[src/led_ram.sv]
module led_ram #(
	parameter int WIDTH = 8,
	parameter int DEPTH = 64
) (
	input  logic                     clk,
	input  logic                     we,
	input  logic [$clog2(DEPTH)-1:0] waddr,
	input  logic [WIDTH-1:0]         wdata,
	input  logic [$clog2(DEPTH)-1:0] raddr,
	output logic [WIDTH-1:0]         rdata
);
	logic [WIDTH-1:0] mem [DEPTH];

	always_ff @(posedge clk) begin
		if (we) begin
			mem[waddr] <= wdata;
		end
		rdata <= mem[raddr];
	end
endmodule

[config.mk]
export PLATFORM = sky130hd
export DESIGN_NAME = led_ram
export DESIGN_NICKNAME = d
export VERILOG_FILES = /design/src/led_ram.sv
export SDC_FILE = /design/constraint.sdc
export NUM_CORES = 1
export LEC_CHECK = 0
export ABC_AREA = 1
export ABC_CLOCK_PERIOD_IN_PS = 3400
export BUFFER_PORTS_ARGS = -buffer_cell sky130_fd_sc_hd__buf_2
export CAP_MARGIN = 10
export CORE_ASPECT_RATIO = 1.2
export CORE_MARGIN = 2
export CORE_UTILIZATION = 60
export CTS_CLUSTER_SIZE = 8
export DETAILED_ROUTE_END_ITERATION = 8
export HOLD_SLACK_MARGIN = 0.15
export PLACE_DENSITY = 0.73
export RECOVER_POWER = 100
export SLEW_MARGIN = 25
export SYNTH_ARGS = -nofsm -noshare
export SYNTH_HDL_FRONTEND = slang
export SYNTH_SLANG_ARGS = --single-unit
[constraint.sdc]
create_clock -name clk -period 3.4 [get_ports clk]
set_input_delay 0 -clock clk [delete_from_list [all_inputs] [get_ports clk]]
set_output_delay 0 -clock clk [all_outputs]
set_load 0.01 [all_outputs]
==> run metrics, run 1 <==
first-pass GRT wire length=80.1 mm; FF-to-FF setup slack=~1400 ps; Clock Skew=22.1 ps; DRC viols=0; Tightest Pin Transition=2500 ps; TritonCTS clock tree=built; crit start category=input port; fraction of layout cells with a size suffix above 1=6.12%; Die Y=211 um; total core area=35000 um2; clk sink count=520; clk buf depth=3; flops & latches, synth=520; outcome=complete, but fails checks; Psw=3.17 mW; Top-Level Pins=30; Worst-Skew Late Latency=about 580 ps; gr usage total=28.8%; clock slew at reported path FFs=around 50 ps; Routed WL per cell=22.3 um; Relative slew margins=-66.5%; fin. max-slew vios=between 200 and 300; syn_nets=1827; Antenna Nets Post-Route=0; CTS Root Cell=clkbuf_16; Layout Nets=1873; sequential power share=approximately 50%; overall die width=176 um; Port Buf Inserts=29; final hold vios=0; failing checks=capacitance limit, slew limit; TritonRoute pass-1 iters=6; Sw Ratio=21.8%; unrepaired setup endpoints after global routing=no; vias in the first global route=~14000; period utilization=81.4%; post-synthesis cell count=approximately 1800; Gate power share=approximately 5.6%; Layout area overhead=11.1%; power density over the cells=613 nW/um2; Initial DRC Count=1536; Synth cell types=16; # H-tree levels=3; Fmax achieved=361 MHz; placement row count=75; worst min path class=in2reg; leak pwr=8.50 nW; Internal=11.3 mW; Mapped Avg Cell Area=11.8 um2; WL final=52.2 mm; crit path DAT=between 3000 and 4000 ps; Final GP Congestion=0.919; total of max-cap violations=7; cell area after synthesis=21300 um2; initial core utilization=61.0%; initial antenna violation count=1; hold_buf cts=15; Vias/cell=approximately 6.0; Overflow after GRT=0; Crit Path Class=in2reg; final setup TNS=0 ps; Setup Fix Bufs, Post-CTS=0; endpoint class of the critical path=flop; final setup fails=0; sequential fraction of the synthesis area=between 70% and 80%; Clk pwr share=45.2%; PostCTS Resize Cnt=0; Data required, critical path=between 3000 and 4000 ps; Worst Path Max Fanout=71; die footprint=37100 um2; largest net degree at the start of global routing=about 130; vias=roughly 14000; dpl hpwl=~30 mm; yosys warns=0; final core occ=about two thirds; Num CTS Buffers=74; min cycle time layout=2770 ps; worst vdd ir=0.517 mV
## cell families after synthesis
kind of cell           count (synthesis)  synth area share (%)
AND/OR/NAND/NOR                     1160                  23.2
flip-flops                           520                  72.8
buffers and inverters                125                  4.02
## per-stage QoR
stage / setup slack (ps) / power, mW / hold slack, ps / area, um2 / std cells
2_1_floorplan: 1630 / 7.75 / 98.9 / 21300 / 1805
3_3_place_gp: 1130 / 8.03 / 375 / 21600 / 2222
3_5_place_dp: 1070 / 8.05 / 393 / 21600 / 2222
4_1_cts: 1110 / 14.6 / 195 / 23800 / 2341
5_1_grt: 503 / 14.9 / 250 / 23700 / 2341
6_report: 632 / 14.5 / 225 / 23700 / 2342
## critical path, cell delays in order
cell and delay, ps:
buf_6 210, inv_6 470, clkbuf_2 910, nand2_1 140, nand3_1 170, nand3_1 90
nand2_1 110, nand2_1 60, nand3_1 200, nand3_1 150, nand2_1 80, dlygate4sd3_1 530
## layout by cell type (no fill, tap or decap), drive strengths merged
cell | netlist | final
diode | 0 | 1
nand4 | 9 | 9
nor4 | 8 | 8
dlygate4sd3 | 0 | 15
edfxtp | 512 | 512
nor2 | 56 | 56
clkbuf | 15 | 142
buf | 98 | 25
dfxtp | 8 | 8
nand3 | 439 | 439
inv | 12 | 15
clkinv | 0 | 2
nand2 | 648 | 648
## power groups by stage
stage          combinational, mW  sequential [mW]  clock, mW
2_1_floorplan              0.499             7.25          0
3_3_place_gp               0.779             7.25          0
3_5_place_dp               0.797             7.25          0
4_1_cts                    0.819             7.13       6.61
5_1_grt                    0.893             7.13       6.88
6_report                   0.820             7.14       6.56
## per-layer routing
metal  share of wire (%)  global-route usage (%)  up-vias  wire length [um]
met5               0.025                       0        -                13
met4                 4.1                    12.4        2              2160
met3                 8.2                    4.42      163              4300
met2                  49                    48.4      731             25900
met1                  38                    37.6     6843             19900
li1                    -                       -     6427                 -
## flip-flops by register name, summed over array words and instances, names as in the netlist
signal	cells
rdata	8
mem	512
## path summary, 6_finish.rpt
| check | start | to | cells past startpoint |
|---|---|---|---|
| hold reg to reg | mem[15][0] | rdata[0] | 8 |
| setup / recovery | raddr[0] | rdata[6] | 12 |
| setup reg to reg | mem[52][6] | rdata[6] | 9 |
| hold / removal | we | mem[39][4] | 3 |
## area by class of cell
type,instances,area (um2)
Clock buffer,99,1990
Tap cell,462,578
Clock inverter,5,62.6
Antenna cell,1,2.50
Multi-Input combinational cell,1160,4950
Inverter,12,52.6
Fill cell,2472,11300
Timing Repair Buffer,83,541
Sequential cell,520,15500
## Yosys cell counts (all sizes together)
library cell  number  share of area [%]
nor2              56               0.99
inv               12               0.23
nand4              9               0.26
clkbuf            15               0.26
dfxtp              8               0.75
edfxtp           512                 72
nor4               8               0.23
nand2            648                 11
nand3            439                 10
buf               98                3.5
No activity file was read; power rests on OpenSTA's default activity.
==> run 2: changes to the inputs <==
--- a/config.mk
+++ b/config.mk
@@ -6,12 +6,12 @@
 export NUM_CORES = 1
 export LEC_CHECK = 0
 export ABC_AREA = 1
-export ABC_CLOCK_PERIOD_IN_PS = 3400
+export ABC_CLOCK_PERIOD_IN_PS = 2300
 export BUFFER_PORTS_ARGS = -buffer_cell sky130_fd_sc_hd__buf_2
 export CAP_MARGIN = 10
 export CORE_ASPECT_RATIO = 1.2
 export CORE_MARGIN = 2
-export CORE_UTILIZATION = 60
+export CORE_UTILIZATION = 57
 export CTS_CLUSTER_SIZE = 8
 export DETAILED_ROUTE_END_ITERATION = 8
 export HOLD_SLACK_MARGIN = 0.15
==> constraint.sdc (replaced) <==
create_clock -name clk -period 2.3 [get_ports clk]
set_input_delay 0 -clock clk [delete_from_list [all_inputs] [get_ports clk]]
set_output_delay 0 -clock clk [all_outputs]
set_load 0.01 [all_outputs]
==> run 2 against run 1 <==
  * The flow still finishes with violations (capacitance limit, slew limit)
  * Total power rose by 47%
  * Non-clock buffer count up 63
  * Clock-buffer cell count shrank 3
  * Utilization decreased by 2.3 points
  * Critical path type unchanged
==> run metrics, run 2 (synthesis gave the netlist of run 1 again) <==
Reg with most FFs=mem; fin. max-slew vios=250 (-12%); Clock Skew=21.5 ps (-0.680 ps); CP Cell Sequence=dlygate4sd3_1 -> clkbuf_1 -> inv_1 -> nand4_1 -> clkbuf_1 -> nor2_1 -> clkbuf_1; TritonCTS clock tree=built; Initial DRC Count=1892 (+23%); Relative slew margins=-23.5% (+43 points); final setup TNS=0 ps (unchanged); vias=14400 (+1.8%); sequential power share=49.3% (about the same); worst vdd ir=0.633 mV (+22%); crit start category=input port; outcome=complete, but fails checks; min cycle time layout=2130 ps; hold endpoint=rdata[2]; Vias/cell=5.99 (-1.0%); dpl hpwl=31.8 mm (+5.2%); unrepaired setup endpoints after global routing=no; # H-tree levels=3 (unchanged); worst min path class=in2reg; commonest non-fill, non-tap cell in the layout=nand2_1; GR Util met1=34.8% (-2.8 points); Reg2Reg Depth=9 (unchanged); Worst Path Max Fanout=9 (-87%); Sw Ratio=21.5% (-0.32 points); min-delay src=raddr[1]; clock slew at reported path FFs=50 ps (about the same); PnR worst setup slack=168 ps (-465 ps); Data required, critical path=2570 ps (-1340 ps); n_diodes=0 (-1); Crit Reg-Reg Endpoint=rdata[1]; TritonRoute pass-1 iters=6 (unchanged); endpoint class of the critical path=flop; Top Registers=mem x512, rdata x8; gr usage total=27.3% (-1.4 points); leak pwr=8.70 nW (+2.3%); gr busiest metal=met2; largest net degree at the start of global routing=103 (-20%); M3 GR Usage=5.35% (+0.93 points); CP max-delay cell=clkbuf_1; power density over the cells=887 nW/um2 (+45%); Die Y=216 um (+2.6%); Setup Fix Bufs, Post-CTS=0 (unchanged); placement row count=77 (+2.7%); max FFs per register=512 (unchanged); Gate power share=5.9% (+0.3 points); FF-to-FF setup slack=500 ps (-900 ps); initial antenna violation count=1 (unchanged); Top-Level Pins=30 (unchanged); Port Buf Inserts=29 (unchanged); DRC viols=0 (unchanged); final hold vios=0 (unchanged); CP peak stage delay=620 ps (-290 ps); failing checks=capacitance limit, slew limit; Fmax achieved=469 MHz; tightest hold margin=182 ps (-42.8 ps); Num CTS Buffers=74 (unchanged); Routed WL per cell=22.0 um (-1.3%); pre-CTS setup slack=519 ps (-547 ps); clk sink count=520 (unchanged); overall die width=181 um (+2.5%); WP buf/inv=5 (+1); die footprint=39000 um2 (+5.2%); Internal=16.8 mW (+48%); most frequent cells in the layout=648 x nand2_1, 512 x edfxtp_1, 437 x nand3_1; final setup fails=0 (unchanged); total of max-cap violations=6 (-1); period utilization=92.7%; vias in the first global route=14000 (-0.83%); crit path DAT=2400 ps (-880 ps); Final GP Congestion=0.949 (+3.4%); Psw=4.61 mW (+45%); CTS Root Cell=clkbuf_16; hold path depth=8 (+5); CP top delay family=buffers and inverters; Worst-Skew Late Latency=580 ps (about the same); Reg-to-Reg Start=mem[47][1]; total core area=36900 um2 (+5.4%); Antenna Nets Post-Route=0 (unchanged); Tightest Pin Transition=1850 ps (-645 ps); CP dominant cell by count=clkbuf_1; fraction of layout cells with a size suffix above 1=7.02% (+0.90 points); Layout Nets=1936 (+3.4%); Clk pwr share=44.8% (-0.4 points); WL final=53.1 mm (+1.6%); Crit Path Class=in2reg; met2 GRT Util=45.7% (-2.7 points); initial core utilization=57.8% (-3.1 points); Layout area overhead=13.1%; Overflow after GRT=0 (unchanged); clk buf depth=3 (unchanged); first-pass GRT wire length=81.2 mm (+1.4%)
==> run 2: cell types whose count changed in the layout (fill, tap and decap cells not counted), moves of 2 or more <==
cell | before | now
buf_12 | 4 | 13
clkbuf_1 | 60 | 95
nand3_1 | 439 | 437
dlygate4sd3_1 | 15 | 18
nand3_2 | 0 | 2
buf_2 | 8 | 10
buf_4 | 12 | 19
clkbuf_2 | 6 | 9
==> run 2: routing by layer <==
metal | routed length [um] | share of wire [%] | vias to the layer above
met2 | 26400 | 50 | 765
li1 | - | - | 6547
met3 | 4510 | 8.5 | 145
met4 | 2320 | 4.4 | 2
met5 | 10 | 0.019 | -
met1 | 19800 | 37 | 6969
==> run 2: power groups by stage <==
| stage | clock network [mW] | registers (mW) | logic [mW] |
|---|---|---|---|
| after global placement | 0 | 10.7 | 1.20 |
| final | 9.59 | 10.6 | 1.26 |
| after detailed placement | 0 | 10.7 | 1.23 |
| after floorplan | 0 | 10.7 | 0.737 |
| after global routing | 10.1 | 10.6 | 1.36 |
| after CTS | 9.67 | 10.6 | 1.26 |
==> run 2: layout make-up <==
class                      instances  area, um2
sequential                       520      15500
fill                            2730      12800
multi-input combinational       1160       4960
clock buffer                      96       2000
timing repair buffer             146        975
tap                              474        593
inverter                          12       52.6
clock inverter                     2       17.5
==> run 2: per-stage QoR <==
stage                     total power, mW  instances  cell area [um2]  utilization (%)
after global routing                 22.0       2410            24100             65.4
after global placement               11.9       2294            22200             60.1
after floorplan                      11.5       1805            21300                -
after detailed placement             12.0       2294            22200             60.1
final                                21.4       2410            24100             65.4
after CTS                            21.5       2411            24400             66.1
==> run 2: timing repair <==
action	in CTS	in global routing
resized for setup	0	2
hold buffers	19	0
hold endpoints to repair	250	0
setup endpoints to repair	0	1
==> run 2: worst min-delay path: stages <==
cell	delay [ps]
buf_4	210
nand3_1	130
nand3_1	70
nand2_1	80
nand2_1	50
nand3_1	60
nand3_1	60
nand2_1	60
==> run 2: worst max-delay path by stage <==
| stage | startpoint | endpoint | cells after the start |
|---|---|---|---|
| floorplan | we | mem[48][0] | 3 |
| global placement | raddr[0] | rdata[7] | 11 |
| detailed placement | raddr[0] | rdata[5] | 11 |
| CTS | mem[55][7] | rdata[7] | 10 |
| global route | waddr[1] | mem[41][4] | 7 |
| finish | waddr[1] | mem[0][1] | 7 |
==> run 3: changes to the inputs <==
--- a/config.mk
+++ b/config.mk
@@ -15,8 +15,10 @@
 export CTS_CLUSTER_SIZE = 8
 export DETAILED_ROUTE_END_ITERATION = 8
 export HOLD_SLACK_MARGIN = 0.15
+export MAX_ROUTING_LAYER = met4
 export PLACE_DENSITY = 0.73
 export RECOVER_POWER = 100
+export SETUP_SLACK_MARGIN = 0.2
 export SLEW_MARGIN = 25
 export SYNTH_ARGS = -nofsm -noshare
 export SYNTH_HDL_FRONTEND = slang
==> run 3 against run 2 <==
  * The run still ends with capacitance limit, slew limit left
  * Utilization is essentially flat
  * Sequential share of layout area is essentially flat
  * Clock-buffer cell count grew 3
  * Via count grew 0.33%
  * Non-clock buffer count grew 5
  * Total power grew 0.48%
  * Critical endpoint is now mem[62][0]
  * Highest routed layer is now met4
==> run metrics, run 3 (synthesis gave the netlist of run 1 again) <==
first-pass GRT wire length=83.3 mm (+2.6%); worst min path class=in2reg; initial antenna violation count=0 (-1); Overflow after GRT=0 (unchanged); CTS Root Cell=clkbuf_16; commonest non-fill, non-tap cell in the layout=nand2_1; clk sink count=520 (unchanged); Setup Fix Bufs, Post-CTS=0 (unchanged); hold path depth=3 (-5); failing checks=capacitance limit, slew limit; period utilization=91.8% (-0.90 points); initial core utilization=57.8% (unchanged); max FFs per register=512 (unchanged); PnR worst setup slack=188 ps (+20.6 ps); pre-CTS setup slack=523 ps (+3.47 ps); clock slew at reported path FFs=50 ps (about the same); # H-tree levels=3 (unchanged); fraction of layout cells with a size suffix above 1=6.18% (-0.85 points); hold endpoint=mem[27][7]; placement row count=77 (unchanged); TritonRoute pass-1 iters=7 (+1); Antenna Nets Post-Route=0 (unchanged); min-delay src=waddr[3]; Multi-input gate area=4950 um2 (-0.20%); fin. max-slew vios=248 (-0.80%); Num CTS Buffers=74 (unchanged); WL final=54.3 mm (+2.3%); GR Util met1=35.9% (+1.1 points); Worst Path Max Fanout=28 (+19); M3 GR Usage=4.37% (-0.98 points); largest net degree at the start of global routing=108 (+4.9%); PostCTS Resize Cnt=0 (unchanged); Tightest Pin Transition=2150 ps (+296 ps); leak pwr=8.67 nW (-0.41%); Reg with most FFs=mem; DRC viols=0 (unchanged); crit path DAT=2380 ps (-20 ps); final core occ=65.4% (about the same); Top Registers=mem x512, rdata x8; Vias/cell=5.99 (about the same); total core area=36900 um2 (unchanged); FF-to-FF setup slack=530 ps (+30 ps); tightest hold margin=196 ps (+13.4 ps); unrepaired setup endpoints after global routing=no; die footprint=39000 um2 (unchanged); Layout area overhead=13.1% (about the same); power density over the cells=892 nW/um2 (+0.46%); # fillers=2751 (+0.77%); final hold vios=0 (unchanged); min cycle time layout=2110 ps (-20.6 ps); overall die width=181 um (unchanged); dpl hpwl=31.6 mm (-0.46%); Worst-Skew Late Latency=570 ps (about the same); Layout Nets=1941 (+0.26%); Data required, critical path=2570 ps (about the same); gr usage total=28.9% (+1.6 points); Fmax achieved=474 MHz (+0.98%); final setup fails=0 (unchanged); Crit Reg-Reg Endpoint=rdata[7]; Clock Skew=14.5 ps (-6.99 ps); Relative slew margins=-43.3% (-20 points); met2 GRT Util=47.1% (+1.5 points); Reg-to-Reg Start=mem[59][7]; Final GP Congestion=0.921 (-3.0%); final setup TNS=0 ps (unchanged); gr busiest metal=met2; crit start category=input port; Total Power=21.5 mW (+0.48%); total of max-cap violations=7 (+1); TritonCTS clock tree=built; n_diodes=0 (unchanged); Die Y=216 um (unchanged); Initial DRC Count=1928 (+1.9%); most frequent cells in the layout=648 x nand2_1, 512 x edfxtp_1, 439 x nand3_1; Routed WL per cell=22.5 um (+2.0%); endpoint class of the critical path=flop; worst vdd ir=0.604 mV (-4.6%); Reg area=15500 um2 (unchanged); outcome=complete, but fails checks; Reg2Reg Depth=9 (unchanged); Port Buf Inserts=29 (unchanged); Top-Level Pins=30 (unchanged); vias in the first global route=14600 (+4.5%); clk buf depth=3 (unchanged); vias=14500 (+0.33%); Crit Path Class=in2reg; hold_buf cts=18 (-1)
[run 3: cell type report]
type | instances | area share, %
well taps | 474 | 2.46
multi-input cells | 1160 | 20.5
repair buffers | 151 | 3.97
inverters | 12 | 0.218
flip-flops and latches | 520 | 64.4
clock inverters | 1 | 0.0674
clock buffers | 99 | 8.42
[run 3: worst max path at each step]
stage / startpoint / endpoint / slack, ps / cells after the start
after detailed placement: raddr[0] / rdata[2] / 520 / 11
after floorplan: we / mem[48][0] / 530 / 3
after global routing: wdata[0] / mem[57][0] / 140 / 3
after global placement: raddr[0] / rdata[2] / 550 / 11
after CTS: raddr[3] / rdata[5] / 470 / 8
final: wdata[0] / mem[62][0] / 190 / 3
[run 3: per-stage QoR]
stage	instance area, um2	std cells
finish	24100	2417
global route	24100	2417
CTS	24500	2417
detailed placement	22200	2299
global placement	22200	2299
floorplan	21300	1805
[run 3: layer usage]
| metal | wire (um) | up-vias | part of all wire (%) |
|---|---|---|---|
| li1 | - | 6560 | - |
| met1 | 20400 | 7061 | 38 |
| met2 | 27300 | 714 | 50 |
| met3 | 4130 | 140 | 7.6 |
| met4 | 2440 | 0 | 4.5 |
| met5 | 0 | - | 0 |
[run 3: power by group]
part           leakage, nW  switching (mW)  internal (mW)
combinational         3.00           0.941          0.327
sequential            4.67          0.0329           10.5
clock                0.993            3.66           6.04
total                 8.67            4.63           16.9
[run 3: critical path: stages]
cell and delay, ps:
dlygate4sd3_1 520, clkbuf_1 1210, clkbuf_1 630
